[src/rtl/swbm_pkg.sv]
package swbm_pkg;

    // Command codes on the mode field
    localparam logic [1:0] MODE_NONE  = 2'd0;
    localparam logic [1:0] MODE_RESET = 2'd1;
    localparam logic [1:0] MODE_WRITE = 2'd2;
    localparam logic [1:0] MODE_READ  = 2'd3;

    // Status codes
    localparam logic [1:0] ST_OK       = 2'd0;
    localparam logic [1:0] ST_NO_PRES  = 2'd1;
    localparam logic [1:0] ST_STUCK    = 2'd2;

    // Configuration register indexes
    localparam int unsigned CFG_COUNT     = 8;
    localparam int unsigned CFG_IDX_W     = 3;
    localparam logic [2:0] CFG_RST_LOW    = 3'd0;
    localparam logic [2:0] CFG_PRES_WAIT  = 3'd1;
    localparam logic [2:0] CFG_RST_TAIL   = 3'd2;
    localparam logic [2:0] CFG_ONE_LOW    = 3'd3;
    localparam logic [2:0] CFG_ZERO_LOW   = 3'd4;
    localparam logic [2:0] CFG_RD_LOW     = 3'd5;
    localparam logic [2:0] CFG_RD_SAMPLE  = 3'd6;
    localparam logic [2:0] CFG_RD_TAIL    = 3'd7;

    localparam int unsigned TICK_W = 10;

    typedef logic [TICK_W-1:0] t_ticks;

    // Reset values of the timing registers, in index order
    localparam t_ticks CFG_DEFAULT [CFG_COUNT] = '{
        10'd750, 10'd70, 10'd410, 10'd12, 10'd100, 10'd10, 10'd10, 10'd53
    };

    // Fixed timings
    localparam t_ticks POLL_GAP       = 10'd2;
    localparam t_ticks REC_ONE_TICKS  = 10'd120;
    localparam t_ticks REC_ZERO_TICKS = 10'd30;

    typedef struct packed {
        logic [1:0] mode;
        logic [7:0] data_in;
        logic       line_level;
    } t_in_item;

    typedef struct packed {
        logic       drive_low;
        logic       busy_res;
        logic       done_res;
        logic [1:0] status;
        logic [7:0] read_data;
    } t_out_item;

endpackage

[src/rtl/single_wire_bus_master_unit.sv]
// Channel   Direction  Handshake                Payload
// in        input      i_in_valid / o_in_ready  i_in_data  (swbm_pkg::t_in_item)
// out       output     o_out_valid / i_out_ready o_out_data (swbm_pkg::t_out_item)
// cfg       input      i_cfg_valid / o_cfg_ready i_cfg_index, i_cfg_data
//
// One input item is one bus tick; it is handled by the combinational phase
// sequencer and its result lands in the output register the same edge.
// Throughput is one item per cycle unless the output stalls; the output register is the only stage.
// Synchronous active-low reset returns the sequencer to idle and the timing
// registers to their defaults. A stalled output holds the input off only
// while the output register is full and not being taken.
module single_wire_bus_master_unit #(
    parameter int unsigned IDLE_POLLS = 125
) (
    input  logic                                 i_clk,
    input  logic                                 i_rst_n,
    input  logic                                 i_in_valid,
    output logic                                 o_in_ready,
    input  swbm_pkg::t_in_item                   i_in_data,
    output logic                                 o_out_valid,
    input  logic                                 i_out_ready,
    output swbm_pkg::t_out_item                  o_out_data,
    input  logic                                 i_cfg_valid,
    output logic                                 o_cfg_ready,
    input  logic [swbm_pkg::CFG_IDX_W-1:0]       i_cfg_index,
    input  logic [swbm_pkg::TICK_W-1:0]          i_cfg_data
);

    localparam logic [7:0] POLL_LIMIT = 8'(IDLE_POLLS - 1);

    typedef enum logic [9:0] {
        PH_IDLE     = 10'b00_0000_0001,
        PH_POLL     = 10'b00_0000_0010,
        PH_RST_LOW  = 10'b00_0000_0100,
        PH_RST_WAIT = 10'b00_0000_1000,
        PH_RST_TAIL = 10'b00_0001_0000,
        PH_WR_LOW   = 10'b00_0010_0000,
        PH_WR_REC   = 10'b00_0100_0000,
        PH_RD_LOW   = 10'b00_1000_0000,
        PH_RD_WAIT  = 10'b01_0000_0000,
        PH_RD_TAIL  = 10'b10_0000_0000
    } t_phase;

    swbm_pkg::t_ticks r_cfg [swbm_pkg::CFG_COUNT];

    t_phase           r_phase, n_phase;
    swbm_pkg::t_ticks r_tick, n_tick;
    logic [2:0]       r_bit_idx, n_bit_idx;
    logic [7:0]       r_shift, n_shift;
    logic [7:0]       r_poll, n_poll;
    logic [1:0]       r_status, n_status;
    logic [7:0]       r_rd_data, n_rd_data;
    logic             n_done;

    logic                r_out_valid;
    swbm_pkg::t_out_item r_out;

    logic             in_acc;
    swbm_pkg::t_ticks tick_inc;
    swbm_pkg::t_ticks limit;
    logic             expired;
    logic             wr_bit;
    logic [7:0]       rd_shift;
    logic [7:0]       poll_inc;

    assign o_in_ready  = !r_out_valid || i_out_ready;
    assign in_acc      = i_in_valid && o_in_ready;
    assign o_cfg_ready = 1'b1;
    assign o_out_valid = r_out_valid;
    assign o_out_data  = r_out;

    // Timing registers
    always_ff @(posedge i_clk) begin
        if (!i_rst_n) begin
            for (int i = 0; i < swbm_pkg::CFG_COUNT; i++) begin
                r_cfg[i] <= swbm_pkg::CFG_DEFAULT[i];
            end
        end else if (i_cfg_valid) begin
            r_cfg[i_cfg_index] <= i_cfg_data;
        end
    end

    // Expiry limit of the current phase
    always_comb begin
        wr_bit = r_shift[0];
        case (r_phase)
            PH_POLL:     limit = swbm_pkg::POLL_GAP;
            PH_RST_LOW:  limit = r_cfg[swbm_pkg::CFG_RST_LOW];
            PH_RST_WAIT: limit = r_cfg[swbm_pkg::CFG_PRES_WAIT];
            PH_RST_TAIL: limit = r_cfg[swbm_pkg::CFG_RST_TAIL];
            PH_WR_LOW:   limit = wr_bit ? r_cfg[swbm_pkg::CFG_ONE_LOW]
                                        : r_cfg[swbm_pkg::CFG_ZERO_LOW];
            PH_WR_REC:   limit = wr_bit ? swbm_pkg::REC_ONE_TICKS
                                        : swbm_pkg::REC_ZERO_TICKS;
            PH_RD_LOW:   limit = r_cfg[swbm_pkg::CFG_RD_LOW];
            PH_RD_WAIT:  limit = r_cfg[swbm_pkg::CFG_RD_SAMPLE];
            PH_RD_TAIL:  limit = r_cfg[swbm_pkg::CFG_RD_TAIL];
            default:     limit = '0;
        endcase
        tick_inc = r_tick + 1'b1;
        expired  = (tick_inc >= limit);
        rd_shift = {i_in_data.line_level, r_shift[7:1]};
        poll_inc = r_poll + 1'b1;
    end

    // Phase sequencer: next state for one tick
    always_comb begin
        n_phase   = r_phase;
        n_tick    = tick_inc;
        n_bit_idx = r_bit_idx;
        n_shift   = r_shift;
        n_poll    = r_poll;
        n_status  = r_status;
        n_rd_data = r_rd_data;
        n_done    = 1'b0;
        case (r_phase)
            PH_IDLE: begin
                n_tick = r_tick;
                case (i_in_data.mode)
                    swbm_pkg::MODE_RESET: begin
                        n_poll  = '0;
                        n_phase = PH_POLL;
                        n_tick  = '0;
                    end
                    swbm_pkg::MODE_WRITE: begin
                        n_shift   = i_in_data.data_in;
                        n_bit_idx = '0;
                        n_phase   = PH_WR_LOW;
                        n_tick    = '0;
                    end
                    swbm_pkg::MODE_READ: begin
                        n_shift   = '0;
                        n_bit_idx = '0;
                        n_phase   = PH_RD_LOW;
                        n_tick    = '0;
                    end
                    default: ;
                endcase
            end
            PH_POLL: begin
                if (expired) begin
                    n_tick = '0;
                    n_poll = poll_inc;
                    if (i_in_data.line_level) begin
                        n_phase = PH_RST_LOW;
                    end else if (poll_inc >= POLL_LIMIT) begin
                        n_phase  = PH_IDLE;
                        n_status = swbm_pkg::ST_STUCK;
                        n_done   = 1'b1;
                    end
                end
            end
            PH_RST_LOW: begin
                if (expired) begin
                    n_phase = PH_RST_WAIT;
                    n_tick  = '0;
                end
            end
            PH_RST_WAIT: begin
                if (expired) begin
                    n_tick   = '0;
                    n_status = i_in_data.line_level ? swbm_pkg::ST_NO_PRES
                                                    : swbm_pkg::ST_OK;
                    if (r_cfg[swbm_pkg::CFG_RST_TAIL] == '0) begin
                        n_phase = PH_IDLE;
                        n_done  = 1'b1;
                    end else begin
                        n_phase = PH_RST_TAIL;
                    end
                end
            end
            PH_RST_TAIL: begin
                if (expired) begin
                    n_tick  = '0;
                    n_phase = PH_IDLE;
                    n_done  = 1'b1;
                end
            end
            PH_WR_LOW: begin
                if (expired) begin
                    n_phase = PH_WR_REC;
                    n_tick  = '0;
                end
            end
            PH_WR_REC: begin
                if (expired) begin
                    n_tick = '0;
                    if (r_bit_idx == 3'd7) begin
                        n_phase  = PH_IDLE;
                        n_status = swbm_pkg::ST_OK;
                        n_done   = 1'b1;
                    end else begin
                        n_shift   = {1'b0, r_shift[7:1]};
                        n_bit_idx = r_bit_idx + 1'b1;
                        n_phase   = PH_WR_LOW;
                    end
                end
            end
            PH_RD_LOW: begin
                if (expired) begin
                    n_phase = PH_RD_WAIT;
                    n_tick  = '0;
                end
            end
            PH_RD_WAIT, PH_RD_TAIL: begin
                if (expired) begin
                    n_tick = '0;
                    if (r_phase == PH_RD_WAIT) begin
                        n_shift = rd_shift;
                    end
                    // a zero tail advances on the sample tick itself
                    if (r_phase == PH_RD_WAIT && r_cfg[swbm_pkg::CFG_RD_TAIL] != '0) begin
                        n_phase = PH_RD_TAIL;
                    end else if (r_bit_idx == 3'd7) begin
                        n_rd_data = (r_phase == PH_RD_WAIT) ? rd_shift : r_shift;
                        n_phase   = PH_IDLE;
                        n_status  = swbm_pkg::ST_OK;
                        n_done    = 1'b1;
                    end else begin
                        n_bit_idx = r_bit_idx + 1'b1;
                        n_phase   = PH_RD_LOW;
                    end
                end
            end
            default: begin
                n_phase = PH_IDLE;
                n_tick  = '0;
            end
        endcase
    end

    // Sequencer state
    always_ff @(posedge i_clk) begin
        if (!i_rst_n) begin
            r_phase   <= PH_IDLE;
            r_tick    <= '0;
            r_bit_idx <= '0;
            r_shift   <= '0;
            r_poll    <= '0;
            r_status  <= swbm_pkg::ST_OK;
            r_rd_data <= '0;
        end else if (in_acc) begin
            r_phase   <= n_phase;
            r_tick    <= n_tick;
            r_bit_idx <= n_bit_idx;
            r_shift   <= n_shift;
            r_poll    <= n_poll;
            r_status  <= n_status;
            r_rd_data <= n_rd_data;
        end
    end

    // Output register
    always_ff @(posedge i_clk) begin
        if (!i_rst_n) begin
            r_out_valid <= 1'b0;
        end else if (in_acc) begin
            r_out_valid <= 1'b1;
        end else if (i_out_ready) begin
            r_out_valid <= 1'b0;
        end
    end

    always_ff @(posedge i_clk) begin
        if (in_acc) begin
            r_out.drive_low <= (n_phase == PH_RST_LOW) || (n_phase == PH_WR_LOW)
                               || (n_phase == PH_RD_LOW);
            r_out.busy_res  <= (n_phase != PH_IDLE);
            r_out.done_res  <= n_done;
            r_out.status    <= n_status;
            r_out.read_data <= n_rd_data;
        end
    end

endmodule

[config.mk]
export PLATFORM = sky130hd
export DESIGN_NAME = single_wire_bus_master_unit
export DESIGN_NICKNAME = d
export VERILOG_FILES = /design/src/rtl/swbm_pkg.sv /design/src/rtl/single_wire_bus_master_unit.sv
export SDC_FILE = /design/constraint.sdc
export NUM_CORES = 1
export LEC_CHECK = 0
export ABC_AREA = 1
export ABC_CLOCK_PERIOD_IN_PS = 3670
export BUFFER_PORTS_ARGS = -buffer_cell sky130_fd_sc_hd__buf_2
export CAP_MARGIN = 10
export CORE_MARGIN = 2
export CORE_UTILIZATION = 30
export DETAILED_ROUTE_END_ITERATION = 8
export GPL_TIMING_DRIVEN = 1
export PLACE_DENSITY = 0.5
export SLEW_MARGIN = 0
export SYNTH_ARGS = -nofsm -noshare
export SYNTH_HDL_FRONTEND = slang
export SYNTH_SLANG_ARGS = --single-unit
[constraint.sdc]
create_clock -name i_clk -period 3.67 [get_ports i_clk]
set_input_delay 1.101 -clock i_clk [delete_from_list [all_inputs] [get_ports i_clk]]
set_output_delay 1.101 -clock i_clk [all_outputs]
set_load 0.1 [all_outputs]
==> results of run 1 <==
-- layer usage --
metal  GRT usage (%)  up-vias
met5               0        -
met4            4.70        0
met3            2.99       16
met2            26.7      172
met1            23.8     3062
li1                -     3236
-- kinds of logic (layout without fill, tap and decap cells) --
group           after synthesis  after routing  synth area share [%]
compound gates              141            141                  11.9
fa+ha+maj                    15             15                  2.43
mux                           2              2                 0.259
simple gates                474            474                  26.9
buf+inv                     158            226                  8.29
xor+xnor                     10             10                  1.13
other cells                   1              1                0.0485
flops                       143            143                  49.1
-- state kept, by name (all words and copies together), names as in the netlist --
register	cells
r_shift	8
r_status	2
o_out_valid	1
r_poll	8
r_tick	10
r_cfg	80
r_rd_data	8
o_out_data	13
r_bit_idx	3
r_phase	10
-- stage by stage --
stage	instance area [µm²]	hold slack (ns)	setup slack, ns	instances
CTS	9000	0.472	0.123	1342
global route	9050	0.483	0.0240	1342
floorplan	7730	0.437	0.284	944
global placement	8360	0.465	0.212	1310
detailed placement	8360	0.462	0.138	1310
finish	9050	0.474	0.276	1342
-- worst max-delay path by stage --
stage	to	from	slack (ns)
2_1_floorplan	o_out_data[0]$_DFFE_PP_	i_out_ready	0.28
3_3_place_gp	r_phase[0]$_SDFFE_PN1P_	r_phase[7]$_SDFFE_PN0P_	0.21
3_5_place_dp	r_phase[0]$_SDFFE_PN1P_	r_phase[0]$_SDFFE_PN1P_	0.14
4_1_cts	r_phase[0]$_SDFFE_PN1P_	r_phase[0]$_SDFFE_PN1P_	0.12
5_1_grt	r_shift[7]$_SDFFE_PN0P_	r_phase[0]$_SDFFE_PN1P_	0.02
6_report	r_poll[3]$_SDFFE_PN0P_	r_phase[0]$_SDFFE_PN1P_	0.28
-- where the power goes --
group	switching [mW]	total [mW]	internal, mW
Combinational	0.454	0.602	0.148
Clock	0.689	1.88	1.19
Sequential	0.0443	1.86	1.81
Total	1.19	4.34	3.15
-- synthesized netlist by cell type, types with 5 or more instances --
cell type	count
nand4_1	13
inv_1	122
buf_2	10
nor4_1	6
nor2_1	152
o221ai_1	7
dfxtp_1	50
edfxtp_1	93
nand3_1	52
xor2_1	7
nor2_2	7
o21ai_0	31
o211ai_1	8
o21ai_2	16
nand3_2	5
a21oi_1	41
clkbuf_1	11
o21ai_1	9
nand2_2	11
ha_1	15
nand2_1	207
-- area by class of cell --
class	instances	area (µm²)
flip-flops and latches	143	3790
well taps	330	413
clock inverters	7	123
inverters	131	503
clock buffers	25	518
repair buffers	63	369
multi-input cells	643	3330
fillers	2637	16200
-- repair_timing --
item	CTS	global route
setup endpoints to repair	0	54
gates resized for setup	0	14
setup buffers	0	0
endpoints found under the hold margin	0	0
-- worst reg2reg max path: stages, from the launching register on --
cell and delay (ns):
dfxtp_1 0.41, nor2_2 0.10, nand2_4 0.15, clkinvlp_4 0.20
nand3_2 0.18, inv_4 0.09, a21oi_1 0.26, nor4b_1 0.36
ha_1 0.32, nand2_1 0.06, a21oi_1 0.06, nor2_1 0.09
nand3_1 0.17, inv_1 0.20, buf_4 0.19, nand2_1 0.09
nand3_2 0.16, o21ai_0 0.10, a21oi_1 0.14
-- cells in the final DEF (no fill, tap or decap), types with 3 or more instances in the layout --
cell type,count
o221ai_1,7
a21oi_1,41
o21ai_0,31
nand3_1,50
nor3_1,4
a32o_1,4
nand4_1,13
nor4_1,5
nand3b_1,4
clkinvlp_4,3
a22o_1,4
nand2_4,4
nor2_2,6
o21ai_1,9
clkbuf_16,19
nand2_2,11
clkbuf_1,4
inv_1,117
xnor2_1,3
a221oi_1,3
buf_2,43
xor2_1,7
dfxtp_1,50
nand3_2,6
inv_2,7
or2_2,4
buf_4,19
clkinv_1,4
nor2_1,152
ha_1,15
bufinv_16,3
nand2_1,207
o211ai_1,8
o21ai_2,16
a211oi_1,3
edfxtp_1,93
==> summary.txt, run 1 <==
Floorplanning
  – # IOs: 45
  – Die Area: 27100 µm²
  – DIE WIDTH: 165 µm
  – Core area: 25300 µm²
  – Initial core utilization: 30.6%
  – Die height: 165 µm
  – Rows: 58

Flow run
  – Total of max-cap violations: 0

Synthesis
  – Register area share after synthesis: 49.1%
  – Leading area contributor after synthesis: edfxtp_1
  – FFs w/ async S/R, synth: 0%
  – Top-area cell type share of the netlist area: 36.1%
  – Post-synthesis instance area: 7730 µm²
  – FF+latch count, synth: 143
  – Synth warnings: 0
  – Synth unique cells: 52
  – Syn avg cell area: 8.19 µm²
  – EDFF count, synth: 93
  – Cells after Synth: 944
  – Syn Nets: 988
  – Top FF cell, synth: edfxtp_1
  – Leading post-synthesis cells by cell area: edfxtp_1 36%, dfxtp_1 13%, nand2_1 10%

Worst setup path
  – Slowest stage delay, CP: 0.41 ns
  – Critical Path Fanout Max: 8
  – CP most frequent cell: a21oi_1
  – Flop2flop setup slack: 0.28 ns
  – FF-to-FF End: r_poll[3]$_SDFFE_PN0P_
  – Critical-path top delay cell: dfxtp_1
  – CP Class: reg2reg
  – Worst reg-to-reg path cell count: 18
  – WP depth: 18
  – Crit path DAT: 3.75 ns
  – CP cell instances: nor2_2 > nand2_4 > clkinvlp_4 > nand3_2 > inv_4 > a21oi_1 > nor4b_1 > ha_1 > nand2_1 > a21oi_1 > nor2_1 > nand3_1 > inv_1 > buf_4 > nand2_1 > nand3_2 > o21ai_0 > a21oi_1
  – CP startpoint kind: flop
  – Buf/Inv on CP: 4
  – CP Capture Type: flop
  – CP Data Required Time: 4.03 ns
  – Worst r2r src: r_phase[0]$_SDFFE_PN1P_
  – Top delay family on crit path: simple AND/OR/NAND/NOR gates

STA
  – Period minus WS final: 3.39 ns
  – Setup TNS: 0 ns
  – Fin. max-slew vios: 0
  – Setup violations, final: 0
  – Clk_skew: 0.0101 ns
  – Fin crit share: 92.5%
  – RSZ-0062 raised after global routing: false
  – Worst slew pin tran: 0.824 ns
  – Relative slew slack: 45.0%
  – Final hold viol count: 0
  – F_max: 295 MHz

Clocking
  – Root Buffer: clkbuf_16
  – Worst-path clk slew: 0.06 ns
  – Cts hold-fix bufs: 0
  – CTS Buffer Depth: 2
  – CTS tree: done
  – H-Tree Depth: 4
  – Worst-Skew Late Latency: 0.43 ns
  – Clock Sinks: 143
  – CTS buffer count: 17

Cells and area
  – Final nets: 1043
  – Share of layout cells above drive strength 1: 15.6%
  – Final Util: 35.8%
  – Area delta synth->final: 17.1%
  – Diode count: 0

Global routing
  – Vias in the first global route: 6064
  – First-pass GRT wire length: 34.5 mm
  – Global Route Usage Sum: 16.9%
  – Grt total ovfl: 0
  – Initial antenna violation count: 0
  – Largest net degree at the start of global routing: 24

Hold path
  – HP Class: reg2reg
  – Hold depth: 2
  – Hold Path Sink: r_poll[7]$_SDFFE_PN0P_
  – HP Start: r_poll[7]$_SDFFE_PN0P_

Routing
  – Post-Route WL: 22.0 mm
  – Initial drt markers: 643
  – Top layer in use: met4
  – Met3 Routed Length: 929 µm
  – Number of remaining DRC errors: 0
  – WL/cell: 16.4 µm
  – Final ANT Viol Nets: 0
  – Routed via count: 6486
  – Post-Route M1 WL: 10.6 mm
  – Drt pass-1 iters: 5
  – DR WL met2: 10.1 mm
  – Via density: 4.83

Power
  – Pleak: 3.95 nW
  – Peak supply drop: 229 µV
  – Overall power: 4.34 mW
  – PD cells: 479 nW/µm²

Placement
  – Detail Placement HPWL: 16.1 mm
  – GPL Wtd Cong: 0.877
  – I/O Buffers: 43

Run status
  – Status: finished clean
(Power assumes the default switching activity.)
==> inputs of run 2 (changes only) <==
Settings changed: ABC_CLOCK_PERIOD_IN_PS 3670 to 3300, MAX_ROUTING_LAYER set to met4.
Clock period 3.67 ns to 3.3 ns, I/O delays scaled along.
==> summary.txt, run 2 (synthesis results as in run 1) <==
Placement
  – Detail Placement HPWL: 16.0 mm
  – I/O Buffers: 43
  – GPL Wtd Cong: 0.877
  – Placed Area: 8580 µm²

Run status
  – Status: finished clean

Clocking
  – CTS tree: done
  – Worst-Skew Late Latency: 0.43 ns
  – CTS buffer count: 17
  – Root Buffer: clkbuf_16
  – CTS Buffer Depth: 2
  – H-Tree Depth: 4
  – Clock Sinks: 143
  – Worst-path clk slew: 0.06 ns
  – Cts hold-fix bufs: 0

Global routing
  – Global-route track usage on met1: 23.0%
  – Initial antenna violation count: 0
  – Global Route Usage Sum: 17.0%
  – Vias in the first global route: 6144
  – First-pass GRT wire length: 33.9 mm
  – Met3 Use GR: 2.89%
  – Grt total ovfl: 0
  – Top Usage Layer GRT: met2
  – Met2 Use GR: 26.8%
  – Largest net degree at the start of global routing: 26

Floorplanning
  – Core area: 25300 µm²
  – Initial core utilization: 30.6%
  – Die Area: 27100 µm²
  – Die height: 165 µm
  – Rows: 58
  – DIE WIDTH: 165 µm
  – # IOs: 45

Hold path
  – HP Start: r_bit_idx[1]$_SDFFE_PN0P_
  – Hold Path Sink: r_bit_idx[1]$_SDFFE_PN0P_
  – HP Class: reg2reg
  – Hold depth: 2

Power
  – Peak supply drop: 296 µV
  – Overall power: 4.79 mW
  – Pleak: 4.16 nW
  – PD cells: 508 nW/µm²

STA
  – Fin. max-slew vios: 0
  – Worst slew pin tran: 1.01 ns
  – Final hold viol count: 0
  – Relative slew slack: 32.8%
  – Period minus WS final: 3.13 ns
  – Clk_skew: 0.0130 ns
  – F_max: 319 MHz
  – Hold slack: 0.472 ns
  – Setup violations, final: 0
  – Fin crit share: 94.9%

Cells and area
  – Area delta synth->final: 22.0%
  – Largest register FFs: 80
  – Final nets: 1073
  – Most common cell after layout, fill and taps aside: nand2_1
  – Most frequent cells in the layout: 203 x nand2_1, 145 x nor2_1, 116 x inv_1
  – Finished Cell Area: 9430 µm²
  – Top reg by flops: r_cfg
  – Share of layout cells above drive strength 1: 20.4%
  – Diode count: 0

Worst setup path
  – CP Class: reg2reg
  – Flop2flop setup slack: 0.17 ns
  – Crit path DAT: 3.31 ns
  – CP Capture Type: flop
  – CP Data Required Time: 3.48 ns
  – CP startpoint kind: flop
  – Critical Path Fanout Max: 9
  – FF-to-FF End: o_out_data[11]$_DFFE_PP_
  – Worst reg-to-reg path cell count: 17
  – Worst r2r src: r_phase[9]$_SDFFE_PN0P_

Routing
  – Via density: 4.76
  – WL/cell: 16.0 µm
  – Number of remaining DRC errors: 0
  – Routed via count: 6536
  – Post-Route WL: 21.9 mm
  – Initial drt markers: 521
  – Drt pass-1 iters: 7
  – Final ANT Viol Nets: 0

Flow run
  – Total of max-cap violations: 0
## run 2: worst max-delay path by stage
stage | startpoint | end | slack (ns)
floorplan | r_phase[7]$_SDFFE_PN0P_ | o_out_data[12]$_DFFE_PP_ | 0.22
global placement | r_phase[0]$_SDFFE_PN1P_ | r_phase[0]$_SDFFE_PN1P_ | -0.28
detailed placement | r_phase[9]$_SDFFE_PN0P_ | r_phase[0]$_SDFFE_PN1P_ | -0.31
CTS | r_phase[9]$_SDFFE_PN0P_ | o_out_data[12]$_DFFE_PP_ | 0.004
global route | r_phase[8]$_SDFFE_PN0P_ | o_out_data[12]$_DFFE_PP_ | -0.04
finish | r_phase[9]$_SDFFE_PN0P_ | o_out_data[11]$_DFFE_PP_ | 0.17
## run 2: layer usage
layer  vias to the layer above  part of all wire, %
li1                       3293                    -
met2                       171                   46
met4                         0                  1.7
met1                      3047                   47
met5                         -                    0
met3                        25                  4.8
## run 2: timing repair
action	CTS	global route
cloned	0	1
endpoints found under the setup margin	61	58
pin swaps	5	12
buffers inserted	2	2
resized for setup	14	43
## run 2: per-stage QoR
| stage | utilization [%] | TNS [ns] | setup WS (ns) | std cells |
|---|---|---|---|---|
| after floorplan | - | 0 | 0.219 | 944 |
| after global placement | 34.0 | -6.01 | -0.275 | 1335 |
| after detailed placement | 34.0 | -7.37 | -0.309 | 1335 |
| after CTS | 36.5 | 0 | 0.00352 | 1369 |
| after global routing | 37.4 | -0.264 | -0.0434 | 1372 |
| final | 37.4 | 0 | 0.170 | 1372 |
## run 2: power breakdown
group | internal (mW) | switching, mW
Clock | 1.13 | 0.823
Sequential | 2.01 | 0.0475
Combinational | 0.242 | 0.540
## run 2: worst max-delay path, stage by stage (launching register included)
cell       delay [ns]
dfxtp_2          0.38
nor2_2           0.05
buf_4            0.14
buf_4            0.16
nand3_4          0.11
inv_2            0.07
o211ai_1         0.14
o2111ai_2        0.16
a211oi_2         0.28
ha_1             0.31
a21o_1           0.21
nor2_4           0.14
nand3_4          0.14
buf_12           0.18
o21ai_1          0.15
a21boi_2         0.09
nand3b_1         0.11
inv_1            0.05
## run 2: final cells by class
cell class,instances,area [µm²]
Clock buffer,18,429
Inverter,131,499
Sequential cell,143,3800
Multi-Input combinational cell,643,3490
Fill cell,2621,15800
Timing Repair Buffer,93,649
Tap cell,330,413
Clock inverter,14,153
==> inputs of run 3 (changes only) <==
Settings changed: ABC_CLOCK_PERIOD_IN_PS 3300 to 2680, PLACE_DENSITY 0.5 to 0.52, SKIP_CTS_REPAIR_TIMING set to 1.
Clock period 3.3 ns to 2.68 ns, I/O delays scaled along.
==> summary.txt, run 3 (synthesis results as in run 1) <==
Run status
  – Status: complete, but fails checks
  – Violated checks: negative setup slack

STA
  – Fin crit share: 113%
  – Setup violations, final: 62
  – Worst slew pin tran: 0.616 ns
  – F_max: 331 MHz
  – Relative slew slack: 58.8%
  – Hold slack: 0.479 ns
  – Period minus WS final: 3.02 ns
  – RSZ-0062 raised after global routing: true
  – Clk_skew: 0.00973 ns
  – Fin. max-slew vios: 0
  – Final hold viol count: 0
  – Final setup margin: -0.340 ns

Routing
  – Routed via count: 6778
  – Drt pass-1 iters: 6
  – Post-Route WL: 22.4 mm
  – Initial drt markers: 496
  – Via density: 4.73
  – Number of remaining DRC errors: 0
  – WL/cell: 15.6 µm
  – Final ANT Viol Nets: 0

Worst setup path
  – Crit path DAT: 3.21 ns
  – CP startpoint kind: flop
  – FF-to-FF End: o_out_data[11]$_DFFE_PP_
  – Critical Path Fanout Max: 6
  – Worst r2r src: r_phase[1]$_SDFFE_PN0P_
  – CP Data Required Time: 2.87 ns
  – Flop2flop setup slack: -0.34 ns
  – Critical Path Start: r_phase[1]$_SDFFE_PN0P_
  – CP endpoint: o_out_data[11]$_DFFE_PP_
  – Worst reg-to-reg path cell count: 19
  – CP Capture Type: flop
  – CP Class: reg2reg

Cells and area
  – Final Util: 40.0%
  – Diode count: 0
  – Largest register FFs: 80
  – Most frequent cells in the layout: 199 x nand2_1, 143 x nor2_1, 115 x inv_1
  – Most common cell after layout, fill and taps aside: nand2_1
  – Top reg by flops: r_cfg
  – Area delta synth->final: 30.6%
  – Final nets: 1133
  – Share of layout cells above drive strength 1: 28.1%

Floorplanning
  – DIE WIDTH: 165 µm
  – Die Area: 27100 µm²
  – Initial core utilization: 30.6%
  – # IOs: 45
  – Rows: 58
  – Core area: 25300 µm²
  – Die height: 165 µm

Hold path
  – Hold depth: 2
  – HP Class: reg2reg

Power
  – Peak supply drop: 373 µV
  – PD cells: 601 nW/µm²
  – Pleak: 4.49 nW

Clocking
  – CTS buffer count: 17
  – CTS Buffer Depth: 2
  – Worst-path clk slew: 0.07 ns
  – H-Tree Depth: 4
  – Clock Sinks: 143
  – CTS tree: done
  – Worst-Skew Late Latency: 0.43 ns
  – Root Buffer: clkbuf_16

Global routing
  – First-pass GRT wire length: 34.8 mm
  – Grt total ovfl: 0
  – Largest net degree at the start of global routing: 32
  – Initial antenna violation count: 0
  – Vias in the first global route: 6459
  – Global Route Usage Sum: 17.4%

Placement
  – I/O Buffers: 43
  – Detail Placement HPWL: 16.4 mm
  – Place WS: -0.576 ns
  – GPL Wtd Cong: 0.882

Flow run
  – Total of max-cap violations: 0
## run 3: changes by cell type in the layout (fill, tap and decap cells not counted), sizes merged
cell / before / now
buf: 92 / 149
clkinv: 11 / 8
clkinvlp: 0 / 2
inv: 132 / 134
nand2: 222 / 223
nor2: 162 / 163
## run 3: worst min path at each step
| stage | from | to | slack, ns |
|---|---|---|---|
| 3_5_place_dp | r_poll[6]$_SDFFE_PN0P_ | r_poll[6]$_SDFFE_PN0P_ | 0.48 |
| 4_1_cts | r_bit_idx[2]$_SDFFE_PN0P_ | r_bit_idx[2]$_SDFFE_PN0P_ | 0.48 |
| 5_1_grt | r_bit_idx[1]$_SDFFE_PN0P_ | r_bit_idx[1]$_SDFFE_PN0P_ | 0.50 |
| 6_report | r_bit_idx[2]$_SDFFE_PN0P_ | r_bit_idx[2]$_SDFFE_PN0P_ | 0.48 |
| 2_1_floorplan | r_poll[7]$_SDFFE_PN0P_ | r_poll[7]$_SDFFE_PN0P_ | 0.44 |
| 3_3_place_gp | r_bit_idx[1]$_SDFFE_PN0P_ | r_bit_idx[1]$_SDFFE_PN0P_ | 0.46 |
## run 3: where the power goes
part,internal (mW),switching [mW]
clock,1.40,1.04
combinational,0.366,0.720
sequential,2.48,0.0623
total,4.25,1.82
## run 3: through the flow
| stage | std cells | TNS, ns | instance area [µm²] | total power [mW] |
|---|---|---|---|---|
| after floorplan | 944 | -0.0208 | 7870 | 3.22 |
| after global placement | 1393 | -28.77 | 9120 | 3.53 |
| after detailed placement | 1393 | -30.53 | 9120 | 3.53 |
| after CTS | 1425 | -31.44 | 9710 | 5.97 |
| after global routing | 1432 | -28.83 | 10100 | 6.30 |
| final | 1432 | -15.37 | 10100 | 6.07 |
## run 3: critical path, cell delays in order (launching register included)
cell and delay, ns:
dfxtp_2 0.35, nor2_4 0.06, buf_4 0.13, buf_4 0.13
nand2_4 0.06, nor3_4 0.04, buf_4 0.14, nand2_1 0.05
o21ai_0 0.12, nor4_2 0.39, ha_2 0.34, nand2_1 0.06
nor2_1 0.04, nand3_1 0.11, nand3_4 0.15, buf_4 0.18
o21ai_1 0.15, a21boi_2 0.09, nand3b_1 0.12, inv_1 0.07
## run 3: metal layers
layer	vias up	routed length (µm)	track usage, %
met5	-	0	-
met3	34	785	2.99
met1	3176	10700	22.9
li1	3425	-	-
met4	0	455	6.17
met2	143	10500	27.0
## run 3: area by class of cell
| cell class | count | area [µm²] |
|---|---|---|
| fillers | 2566 | 15200 |
| flip-flops and latches | 143 | 3800 |
| multi-input cells | 645 | 3650 |
| repair buffers | 151 | 1120 |
| inverters | 131 | 507 |
| clock buffers | 17 | 425 |
| well taps | 330 | 413 |
| clock inverters | 15 | 171 |
